### config.mk
export PLATFORM = sky130hd
export DESIGN_NAME = mean_color_frame_change_detector
export DESIGN_NICKNAME = d
export VERILOG_FILES = /design/src/mcfcd_pkg.sv /design/src/mcfcd_cfg.sv /design/src/mcfcd_accum.sv /design/src/mcfcd_score.sv /design/src/mean_color_frame_change_detector.sv
export SDC_FILE = /design/constraint.sdc
export NUM_CORES = 2
export LEC_CHECK = 0
export BUFFER_PORTS_ARGS = -buffer_cell sky130_fd_sc_hd__buf_2
export CORE_MARGIN = 8
export CORE_UTILIZATION = 55
export DETAILED_ROUTE_END_ITERATION = 7
export PLACE_DENSITY = 0.69
export SLEW_MARGIN = 15
export SYNTH_ARGS = -nofsm -noshare
export SYNTH_HDL_FRONTEND = slang
export SYNTH_SLANG_ARGS = --single-unit
### constraint.sdc
create_clock -name clk -period 17.8 [get_ports clk]
set_input_delay 5.34 -clock clk [delete_from_list [all_inputs] [get_ports clk]]
set_output_delay 5.34 -clock clk [all_outputs]
set_load 0.02 [all_outputs]
### src/mcfcd_pkg.sv
// ----------------------------------------------------------------------------
// mcfcd_pkg
// Shared widths, register map, scale constants and control types of the
// mean color frame change detector.
// ----------------------------------------------------------------------------
package mcfcd_pkg;

	localparam int PIX_W        = 8;
	localparam int PIXCNT_W     = 25;
	localparam int THRESH_W     = 17;
	localparam int DIFF_W       = 34;
	localparam int CFG_DATA_W   = 32;
	localparam int CFG_ADDR_W   = 3;
	localparam int NUM_CHAN     = 3;
	localparam int Q16_SHIFT    = 16;
	localparam int CHAN_MAX     = 255;
	localparam int DROP_SCALE   = NUM_CHAN * CHAN_MAX;
	localparam int SCALE_W      = 10;
	localparam int RHS_W        = THRESH_W + PIXCNT_W + SCALE_W;

	localparam logic [PIXCNT_W-1:0] PIXCNT_RESET = PIXCNT_W'(2073600);
	localparam logic [THRESH_W-1:0] THRESH_RESET = '0;

	typedef enum logic {
		REG_PIXEL_COUNT = 1'b0,
		REG_THRESHOLD   = 1'b1
	} mcfcd_reg_t;

	// Control that travels with a frame-end request down the compare pipe
	typedef struct packed {
		logic valid;
		logic have_ref;
	} mcfcd_ctl_t;

endpackage

### src/mcfcd_cfg.sv
// ----------------------------------------------------------------------------
// mcfcd_cfg
// APB register file and the registered drop threshold product
// threshold_q16 * 765 * pixel_count.
// ----------------------------------------------------------------------------
module mcfcd_cfg (
	input  logic                              clk,
	input  logic                              arst_n,
	input  logic                              psel,
	input  logic                              penable,
	input  logic                              pwrite,
	input  logic [mcfcd_pkg::CFG_ADDR_W-1:0]  paddr,
	input  logic [mcfcd_pkg::CFG_DATA_W-1:0]  pwdata,
	output logic [mcfcd_pkg::CFG_DATA_W-1:0]  prdata,
	output logic [mcfcd_pkg::RHS_W-1:0]       rhs
);
	import mcfcd_pkg::*;

	logic [PIXCNT_W-1:0]          pixcnt_q;
	logic [THRESH_W-1:0]          thresh_q;
	logic [THRESH_W+PIXCNT_W-1:0] prod_q;
	logic [RHS_W-1:0]             rhs_q;
	mcfcd_reg_t                   idx;
	logic                         wr;

	assign idx = mcfcd_reg_t'(paddr[2]);
	assign wr  = psel & penable & pwrite;

	always_ff @(posedge clk or negedge arst_n) begin
		if (!arst_n) begin
			pixcnt_q <= PIXCNT_RESET;
			thresh_q <= THRESH_RESET;
		end else if (wr) begin
			case (idx)
				REG_PIXEL_COUNT: pixcnt_q <= pwdata[PIXCNT_W-1:0];
				REG_THRESHOLD:   thresh_q <= pwdata[THRESH_W-1:0];
				default: ;
			endcase
		end
	end

	// Two registered steps: variable product, then constant scale
	always_ff @(posedge clk) begin
		prod_q <= {{PIXCNT_W{1'b0}}, thresh_q} * {{THRESH_W{1'b0}}, pixcnt_q};
		rhs_q  <= {{SCALE_W{1'b0}}, prod_q} * RHS_W'(DROP_SCALE);
	end

	assign rhs = rhs_q;

	always_comb begin
		case (idx)
			REG_PIXEL_COUNT: prdata = CFG_DATA_W'(pixcnt_q);
			REG_THRESHOLD:   prdata = CFG_DATA_W'(thresh_q);
			default:         prdata = '0;
		endcase
	end

endmodule

### src/mcfcd_accum.sv
// ----------------------------------------------------------------------------
// mcfcd_accum
// Input register, per-channel frame sums and the reference sums of the
// previous frame; hands frame totals to the compare pipe.
// ----------------------------------------------------------------------------
module mcfcd_accum #(
	parameter int ACC_W = 32
) (
	input  logic                                       clk,
	input  logic                                       arst_n,
	input  logic                                       advance,
	input  logic                                       pix_valid,
	input  logic [mcfcd_pkg::PIX_W-1:0]                red,
	input  logic [mcfcd_pkg::PIX_W-1:0]                green,
	input  logic [mcfcd_pkg::PIX_W-1:0]                blue,
	input  logic                                       frame_end,
	output mcfcd_pkg::mcfcd_ctl_t                      ctl_s2,
	output logic [mcfcd_pkg::NUM_CHAN-1:0][ACC_W-1:0]  sum_s2,
	output logic [mcfcd_pkg::NUM_CHAN-1:0][ACC_W-1:0]  ref_s2
);
	import mcfcd_pkg::*;

	logic                                valid_s1;
	logic                                last_s1;
	logic [NUM_CHAN-1:0][PIX_W-1:0]      pix_s1;
	logic [NUM_CHAN-1:0][ACC_W-1:0]      acc_q;
	logic [NUM_CHAN-1:0][ACC_W-1:0]      ref_q;
	logic [NUM_CHAN-1:0][ACC_W-1:0]      total;
	logic                                have_ref_q;
	logic                                close_frame;

	always_comb begin
		for (int c = 0; c < NUM_CHAN; c++) begin
			total[c] = acc_q[c] + ACC_W'(pix_s1[c]);
		end
	end

	assign close_frame = advance & valid_s1 & last_s1;

	always_ff @(posedge clk or negedge arst_n) begin
		if (!arst_n) begin
			valid_s1 <= 1'b0;
		end else if (advance) begin
			valid_s1 <= pix_valid;
		end
	end

	always_ff @(posedge clk) begin
		if (advance) begin
			pix_s1  <= {blue, green, red};
			last_s1 <= frame_end;
		end
	end

	// Add the pixel, or close the frame and move its totals to the reference
	always_ff @(posedge clk or negedge arst_n) begin
		if (!arst_n) begin
			acc_q      <= '0;
			ref_q      <= '0;
			have_ref_q <= 1'b0;
			ctl_s2     <= '0;
		end else if (advance) begin
			ctl_s2.valid    <= valid_s1 & last_s1;
			ctl_s2.have_ref <= have_ref_q;
			if (valid_s1) begin
				if (last_s1) begin
					acc_q      <= '0;
					ref_q      <= total;
					have_ref_q <= 1'b1;
				end else begin
					acc_q <= total;
				end
			end
		end
	end

	always_ff @(posedge clk) begin
		if (close_frame) begin
			sum_s2 <= total;
			ref_s2 <= ref_q;
		end
	end

endmodule

### src/mcfcd_score.sv
// ----------------------------------------------------------------------------
// mcfcd_score
// Absolute channel differences, score sum, threshold compare and the
// result register.
// ----------------------------------------------------------------------------
module mcfcd_score #(
	parameter int ACC_W = 32
) (
	input  logic                                       clk,
	input  logic                                       arst_n,
	input  logic                                       advance,
	input  mcfcd_pkg::mcfcd_ctl_t                      ctl_s2,
	input  logic [mcfcd_pkg::NUM_CHAN-1:0][ACC_W-1:0]  sum_s2,
	input  logic [mcfcd_pkg::NUM_CHAN-1:0][ACC_W-1:0]  ref_s2,
	input  logic [mcfcd_pkg::RHS_W-1:0]                rhs,
	output logic                                       res_valid,
	output logic                                       drop_frame,
	output logic                                       was_compared,
	output logic [mcfcd_pkg::DIFF_W-1:0]               difference_total
);
	import mcfcd_pkg::*;

	localparam int SCORE_W = ACC_W + 2;
	localparam int LHS_W   = SCORE_W + Q16_SHIFT;
	localparam int CMP_W   = (LHS_W > RHS_W) ? LHS_W : RHS_W;
	localparam int EXT_W   = (SCORE_W > DIFF_W) ? SCORE_W : DIFF_W;

	mcfcd_ctl_t                     ctl_s3, ctl_s4;
	logic [NUM_CHAN-1:0][ACC_W-1:0] diff_s3;
	logic [SCORE_W-1:0]             score_s4;
	logic [CMP_W-1:0]               lhs_ext, rhs_ext;
	logic [EXT_W-1:0]               score_ext;
	logic                           res_valid_q, drop_q, was_q;
	logic [DIFF_W-1:0]              diff_q;

	always_ff @(posedge clk or negedge arst_n) begin
		if (!arst_n) begin
			ctl_s3      <= '0;
			ctl_s4      <= '0;
			res_valid_q <= 1'b0;
		end else if (advance) begin
			ctl_s3      <= ctl_s2;
			ctl_s4      <= ctl_s3;
			res_valid_q <= ctl_s4.valid;
		end
	end

	assign lhs_ext   = CMP_W'({score_s4, {Q16_SHIFT{1'b0}}});
	assign rhs_ext   = CMP_W'(rhs);
	assign score_ext = EXT_W'(score_s4);

	always_ff @(posedge clk) begin
		if (advance) begin
			for (int c = 0; c < NUM_CHAN; c++) begin
				diff_s3[c] <= (sum_s2[c] >= ref_s2[c]) ? (sum_s2[c] - ref_s2[c])
				                                       : (ref_s2[c] - sum_s2[c]);
			end
			// First frame reports a zero score
			score_s4 <= ctl_s3.have_ref ? (SCORE_W'(diff_s3[0]) + SCORE_W'(diff_s3[1])
			                               + SCORE_W'(diff_s3[2])) : '0;
			drop_q   <= ctl_s4.have_ref & (lhs_ext > rhs_ext);
			was_q    <= ctl_s4.have_ref;
			diff_q   <= score_ext[DIFF_W-1:0];
		end
	end

	assign res_valid        = res_valid_q;
	assign drop_frame       = drop_q;
	assign was_compared     = was_q;
	assign difference_total = diff_q;

endmodule

### src/mean_color_frame_change_detector.sv
// ----------------------------------------------------------------------------
// mean_color_frame_change_detector
// Scene change detector on per-frame mean color: sums RGB per frame and
// flags frames whose sums differ too much from the previous frame.
// ----------------------------------------------------------------------------
// Pixels enter one per clock on the pix channel and are summed per channel.
// The pixel with frame_end set closes the frame: its score is the sum of the
// absolute differences of this frame's three channel sums and the previous
// frame's; one result request is offered on res once the closing pixel
// reaches the result register. The frame is flagged in drop_frame when
// score * 65536 > threshold_q16 * 765 * pixel_count; the first frame after
// reset is never compared and reports a zero score. Every frame becomes the
// reference for the next. Sustained rate is one pixel per clock; the
// five-stage pipe (input register, accumulate, difference, score sum,
// compare/result register) advances as a whole and stalls only while a
// result waits on res_ready. Registers: pixel_count at byte address 0
// (reset 2073600) and threshold_q16 at byte address 4 (reset 0); the
// threshold product is rebuilt in its product and scale registers after a write.
module mean_color_frame_change_detector #(
	parameter int COUNT_BITS   = 24,
	parameter int CHANNEL_BITS = 8
) (
	input  logic                              clk,
	input  logic                              arst_n,
	// APB configuration
	input  logic                              psel,
	input  logic                              penable,
	input  logic                              pwrite,
	input  logic [mcfcd_pkg::CFG_ADDR_W-1:0]  paddr,
	input  logic [mcfcd_pkg::CFG_DATA_W-1:0]  pwdata,
	output logic [mcfcd_pkg::CFG_DATA_W-1:0]  prdata,
	output logic                              pready,
	// pixel requests
	input  logic                              pix_valid,
	output logic                              pix_ready,
	input  logic [mcfcd_pkg::PIX_W-1:0]       red,
	input  logic [mcfcd_pkg::PIX_W-1:0]       green,
	input  logic [mcfcd_pkg::PIX_W-1:0]       blue,
	input  logic                              frame_end,
	// result requests
	output logic                              res_valid,
	input  logic                              res_ready,
	output logic                              drop_frame,
	output logic                              was_compared,
	output logic [mcfcd_pkg::DIFF_W-1:0]      difference_total
);
	import mcfcd_pkg::*;

	// Sums wrap at this width
	localparam int ACC_W = COUNT_BITS + CHANNEL_BITS;

	logic                           advance;
	logic [RHS_W-1:0]               rhs;
	mcfcd_ctl_t                     ctl_s2;
	logic [NUM_CHAN-1:0][ACC_W-1:0] sum_s2;
	logic [NUM_CHAN-1:0][ACC_W-1:0] ref_s2;

	// Advance the whole pipe unless a finished result is held back
	assign advance   = ~res_valid | res_ready;
	assign pix_ready = advance;
	assign pready    = 1'b1;

	mcfcd_cfg u_cfg (
		.clk     (clk),
		.arst_n  (arst_n),
		.psel    (psel),
		.penable (penable),
		.pwrite  (pwrite),
		.paddr   (paddr),
		.pwdata  (pwdata),
		.prdata  (prdata),
		.rhs     (rhs)
	);

	mcfcd_accum #(
		.ACC_W (ACC_W)
	) u_accum (
		.clk       (clk),
		.arst_n    (arst_n),
		.advance   (advance),
		.pix_valid (pix_valid),
		.red       (red),
		.green     (green),
		.blue      (blue),
		.frame_end (frame_end),
		.ctl_s2    (ctl_s2),
		.sum_s2    (sum_s2),
		.ref_s2    (ref_s2)
	);

	mcfcd_score #(
		.ACC_W (ACC_W)
	) u_score (
		.clk              (clk),
		.arst_n           (arst_n),
		.advance          (advance),
		.ctl_s2           (ctl_s2),
		.sum_s2           (sum_s2),
		.ref_s2           (ref_s2),
		.rhs              (rhs),
		.res_valid        (res_valid),
		.drop_frame       (drop_frame),
		.was_compared     (was_compared),
		.difference_total (difference_total)
	);

endmodule

### Yosys cells after proc, flatten, opt, wreduce, memory -nomap -nowiden

Index checks and enable logic that the tools add are counted.

| word-level totals | value |
|---|---|
| input bits | 67 |
| output and inout bits | 71 |
| register bits | 720 |

| cells by class | value |
|---|---|
| reduce and logical (&&, ||, !) cells | 4 |
| bitwise operators | 9 |
| $add $sub $neg | 11 |
| multipliers | 2 |
| $lt $le $gt $ge | 4 |
| mux-type cells | 5 |

Operator list:

| operator | count |
|---|---|
| 32-bit subtractor | 6 |
| 32-bit by 8-bit adder with 32-bit output | 3 |
| 32-bit greater-or-equal comparator | 3 |
| 32-bit two-way mux | 3 |
| 96-bit two-way mux | 1 |
| 32-bit one-hot mux with 2 select lines | 1 |
| 50-bit by 52-bit > comparator with 1-bit output | 1 |
| 42-bit by 10-bit multiplier with 52-bit output (second input constant) | 1 |
| 17-bit by 25-bit multiplier with 42-bit output | 1 |
| 34-bit by 32-bit adder with 34-bit output | 1 |
| 32-bit by 32-bit adder with 33-bit output | 1 |
| 1-bit bitwise AND | 6 |
| 2-bit AND reduction | 3 |
| 3-bit AND reduction | 1 |
| 1-bit NOT | 2 |
| 1-bit OR | 1 |

### Longest topological paths before layout

| depth | value |
|---|---|
| depth after elaboration | 4 |
| mapped depth | 25 |
| gate-level depth less buffers | 23 |

### By module

From an unflattened synthesis, not the netlist that was laid out.

| second synthesis, totals | value |
|---|---|
| cell total of the unflattened synthesis | 6,289 |
| area total of the unflattened synthesis | 63,488.4 µm² |

Modules (own cells, without submodules):

| module | cells each | instances | area an instance (µm²) | seq. area each (µm²) |
|---|---|---|---|---|
| mcfcd_cfg | 2,861 | 1 | 27,392.5 | 2,942.8 |
| mcfcd_score | 2,163 | 1 | 18,946.9 | 5,109.9 |
| mcfcd_accum | 1,262 | 1 | 17,131.4 | 11,421.0 |
| mean_color_frame_change_detector | 3 | 1 | 17.5 | 0.0 |

### Worst setup path before layout

No wires, ideal clock.

| timing path | value |
|---|---|
| kind | input to output |
| from | input port res_ready |
| to | output port pix_ready |
| cell stages on the path | 2 |
| required time | 12,460 ps |
| arrival | 11,003 ps |
| setup slack | 1,457 ps |
| path through | nand2b_1 > clkbuf_1 |

| between the ends | value |
|---|---|
| cells in the longest elaborated chain, start to end | 1 |

Ends and longest elaborated chain:

| item | line | text |
|---|---|---|
| start, declared | mean_color_frame_change_detector.sv:42 | `input logic res_ready,` |
| 1-bit OR | mean_color_frame_change_detector.sv:59 | `assign advance = ~res_valid \| res_ready;` |
| end, declared | mean_color_frame_change_detector.sv:35 | `output logic pix_ready,` |

Every way passes these cells.

### Worst setup path in the final report

| timing path | value |
|---|---|
| from | input port paddr[2] (netlist bit) |
| to | output port prdata[16] (netlist bit) |

| between the ends | value |
|---|---|
| cells in the longest elaborated chain, start to end | 2 |

Ends and longest elaborated chain:

| item | line | text |
|---|---|---|
| start, declared | mean_color_frame_change_detector.sv:29 | `input logic [mcfcd_pkg::CFG_ADDR_W-1:0] paddr,` |
| 1-bit NOT (no source line) | -- |  |
| 32-bit one-hot mux with 2 select lines * | mcfcd_cfg.sv:51 | `case (idx)` |
| end, declared | mean_color_frame_change_detector.sv:31 | `output logic [mcfcd_pkg::CFG_DATA_W-1:0] prdata,` |

Mark *: on every way between the ends. The rest lies on a longest branch, timed or not. The select of a mux whose other input is x is not followed.

==> metrics.md <==
| Metric | Value |
|---|---|
| PostCTS Resize Cnt | `0` |
| Slew Limit Fails | `0` |
| Largest net degree at the start of global routing | `between 100 and 150` |
| CTS tree | `done` |
| CP max-delay cell | `buf_2` |
| Vias in the first global route | `47071` |
| Critical path cell sequence | `buf_2 -> mux2_2 -> buf_2` |
| Final Util | `about three fifths` |
| Worst-margin pin slew | `between 1 and 1.5 ns` |
| Post-Synth Simple-Gate Area | `11.55%` |
| # setup viols final | `0` |
| Final Critical Period | `between 10 and 15 ns` |
| Initial antenna violation count | `4` |
| Req. time, crit path | `12.46 ns` |
| Final cell count without fillers | `8002` |
| Initial Util | `55.16%` |
| Status | `finished clean` |
| Proportion of synthesized area in mux cells | `2.918%` |
| Reg clk slew, reported paths | `0.06 ns` |
| Peak Freq | `85.10 MHz` |
| Seq/Total Area, Yosys | `a little under a third` |
| Max stage delay on crit path | `0.49 ns` |
| Largest family of logic cells by synthesized area | `adder cells` |
| Htree depth | `3` |
| Fill count | `9855` |
| Core ar. | `115700 sq um` |
| Yosys Warn Count | `0` |
| Clock root buffer | `clkbuf_16` |
| CTS Hold Bufs | `0` |
| Distinct cells, synth | `92` |
| Post-Place Cells | `7841` |
| Setup ws final | `6.049 ns` |
| Overall via count from detail_route | `45654` |
| Worst Setup Start Kind | `primary input` |
| Cell Area, Synth | `63840 sq um` |
| CTS Sinks | `approximately 700` |
| Asr flop ratio synth | `33.75%` |
| Synth Area in Adders | `30.00%` |
| Layout cell share with drive strength beyond 1 | `approximately 7.5%` |
| PortBufs | `120` |
| WL per Instance | `around 19 microns` |
| Die width | `356.7 microns` |
| DP Worst Slack | `6.044 ns` |
| GPL Wtd Cong | `0.9197` |
| Core Rows | `125` |
| DR vias/cell | `5.705` |
| Final setup TNS | `0 ns` |
| Final net count | `7647` |
| CP endpoint kind | `primary output` |
| Slew margin rel. | `19.11%` |
| I/O Pins | `138` |
| Number of max-cap violations | `0` |
| Drt drc | `0` |
| P&R area growth vs syn | `7.336%` |
| Number of synthesized register bits | `720` |
| Height of the die | `roughly 360 microns` |
| Post-route ant nets | `0` |
| Top_reg_cell synth | `edfxtp_1` |
| Die ar. | `127200 sq um` |
| First-pass GRT wire length | `~250000 microns` |
| Post-Route WL | `153200 microns` |
| Final hold viol count | `0` |
| RSZ-0062 raised after global routing | `no` |
| Clock latency at the later pin of the worst-skew pair | `0.67 ns` |
| Most used cell, CP | `buf_2` |
| Crit Path Category | `primary input to primary output` |
| Critical path arrival | `6.41 ns` |
| Clock buffer depth | `3` |
| Hold Path Class | `register to register` |
| Syn Area/Cell | `9.915 sq um` |
| CTS Buf Count | `85` |
| Final period util | `66.02%` |
| DRT Pass-1 Iters | `6` |
| Crit Path Max Fanout | `27` |
| Synth Instances | `6439` |
| Xor/xnor share of the synthesized area | `4.157%` |
| Multi-input logic area | `39690 sq um` |
| Setup bufs post-CTS | `0` |
| Iter 0 DRT Violations | `2840` |
| Number of flops mapped to enable cells by yosys | `approximately 380` |
| Hpwl dp | `119000 microns` |
| All-Layer GR Usage | `24.45%` |
| Gr ovfl total | `0` |
| Register area | `19470 sq um` |
| Final Skew | `0.04552 ns` |
| Compound-cell area share of the yosys netlist | `between 10 and 15%` |
Yosys cell counts, types with 13 or more instances:
library cell	n	area, sq um
dfrtp_1	235	5881
o31ai_1	74	555.5
xor2_1	94	823.3
nand2_1	566	2125
fa_1	591	11830
nand3_1	107	535.5
o21bai_1	79	593.1
and3_1	79	494.2
o211ai_1	25	187.7
o21ai_0	276	1381
nor2_1	196	735.7
nor3_1	46	230.2
or3_1	34	212.7
edfxtp_1	383	11500
nand4_1	68	425.4
a211o_1	13	113.9
a21o_1	176	1321
a211oi_1	50	375.4
o21a_1	50	375.4
nand2b_1	35	219.0
nor4_1	19	118.9
a21boi_0	15	112.6
dfxtp_1	94	1882
a31oi_1	58	362.9
mux2_2	137	1543
buf_2	20	100.1
and2_1	220	1376
ha_1	585	7320
xnor2_1	209	1831
inv_1	960	3603
nor2b_1	52	325.3
a22o_1	23	201.4
and4_1	13	113.9
clkbuf_1	237	889.6
mux2i_1	32	320.3
a21oi_1	369	1847
registers in the layout, summed over array words and instances, names as in the netlist, 2 cells and up:
name                      cells
u_accum.sum_s2               96
u_score.score_ext            34
u_score.difference_total     34
u_accum.ref_q                96
u_score.ctl_s4                2
u_cfg.pixcnt_q               25
u_accum.acc_q                96
u_cfg.prod_q                 42
u_score.diff_s3              96
u_cfg.thresh_q               17
u_cfg.rhs                    52
u_accum.ctl_s2                2
u_score.ctl_s3                2
u_accum.pix_s1               24
u_accum.ref_s2               96
cell usage in the layout (no fill, tap or decap), drive strengths merged, types with 23 or more instances in the layout:
cell type / n
and3: 79
xnor2: 209
nand2b: 35
fa: 591
clkinv: 24
and2: 220
a211oi: 51
nand4: 68
inv: 968
mux2i: 32
o21bai: 79
or3: 35
dfxtp: 94
mux2: 137
nand3: 107
ha: 585
nor2b: 52
o21ai: 280
a21oi: 370
nor2: 196
a22o: 23
nor3: 48
xor2: 94
a31oi: 59
clkbuf: 117
dfrtp: 235
edfxtp: 383
nand2: 566
buf: 152
o31ai: 74
a21o: 176
o211ai: 26
o21a: 50
metal layers:
layer  part of all wire (%)  routed length, microns  track usage, %
met5                 0.0085                      13               0
met4                    3.4                    5203           8.524
met3                    4.5                    6968           2.931
met2                     51                   77440           43.54
met1                     41                   63530           30.72
worst max-delay path, delay by kind of cell:
family / cells / cell delay [ns]
buf+inv: 2 / 0.65
mux: 1 / 0.40
cells by family (layout without fill, tap and decap cells):
group	count (synthesis)	count (layout)
other	2	9
muxes	169	169
and+or+nand+nor	1490	1490
adders and majority gates	1176	1176
buffers and inverters	1241	1273
xor gates and xnor gates	303	303
DFF	720	720
AOI/OAI and AO/OA	1338	1338
worst paths after layout:
kind / to / from / slack, ns / cells past startpoint
setup reg to reg: u_cfg.prod_q[40] / u_cfg.thresh_q[10] / 10.35 / 22
hold / removal: u_accum.ref_s2[91] / u_accum.ref_q[91] / 0.42 / 0
max in group asynchronous: u_accum.ref_q[66] / arst_n / 10.99 / 3
hold reg to reg: u_accum.ref_s2[91] / u_accum.ref_q[91] / 0.42 / 0
min in group asynchronous: u_score.ctl_s4[0] / arst_n / 4.69 / 1
setup / recovery: prdata[16] / paddr[2] / 6.05 / 3
cell type report:
type / count / share of cell area [%]
antenna: 1 / 0.003652
timing repair buffer: 152 / 1.260
sequential: 720 / 28.42
tap: 1524 / 2.783
inverter: 961 / 5.275
clock inverter: 43 / 0.7157
clock buffer: 117 / 3.626
multi-input combinational: 4484 / 57.92
per-stage QoR:
stage / cell area [sq um] / hold WS [ns]
2_1_floorplan: 63870 / 0.4211
3_3_place_gp: 65550 / 0.4274
3_5_place_dp: 65550 / 0.4297
4_1_cts: 68520 / 0.4218
5_1_grt: 68520 / 0.4336
6_report: 68530 / 0.4250
Power is not shown: default switching activity piles up to over one toggle a cycle in this logic, so the estimate is an artifact.
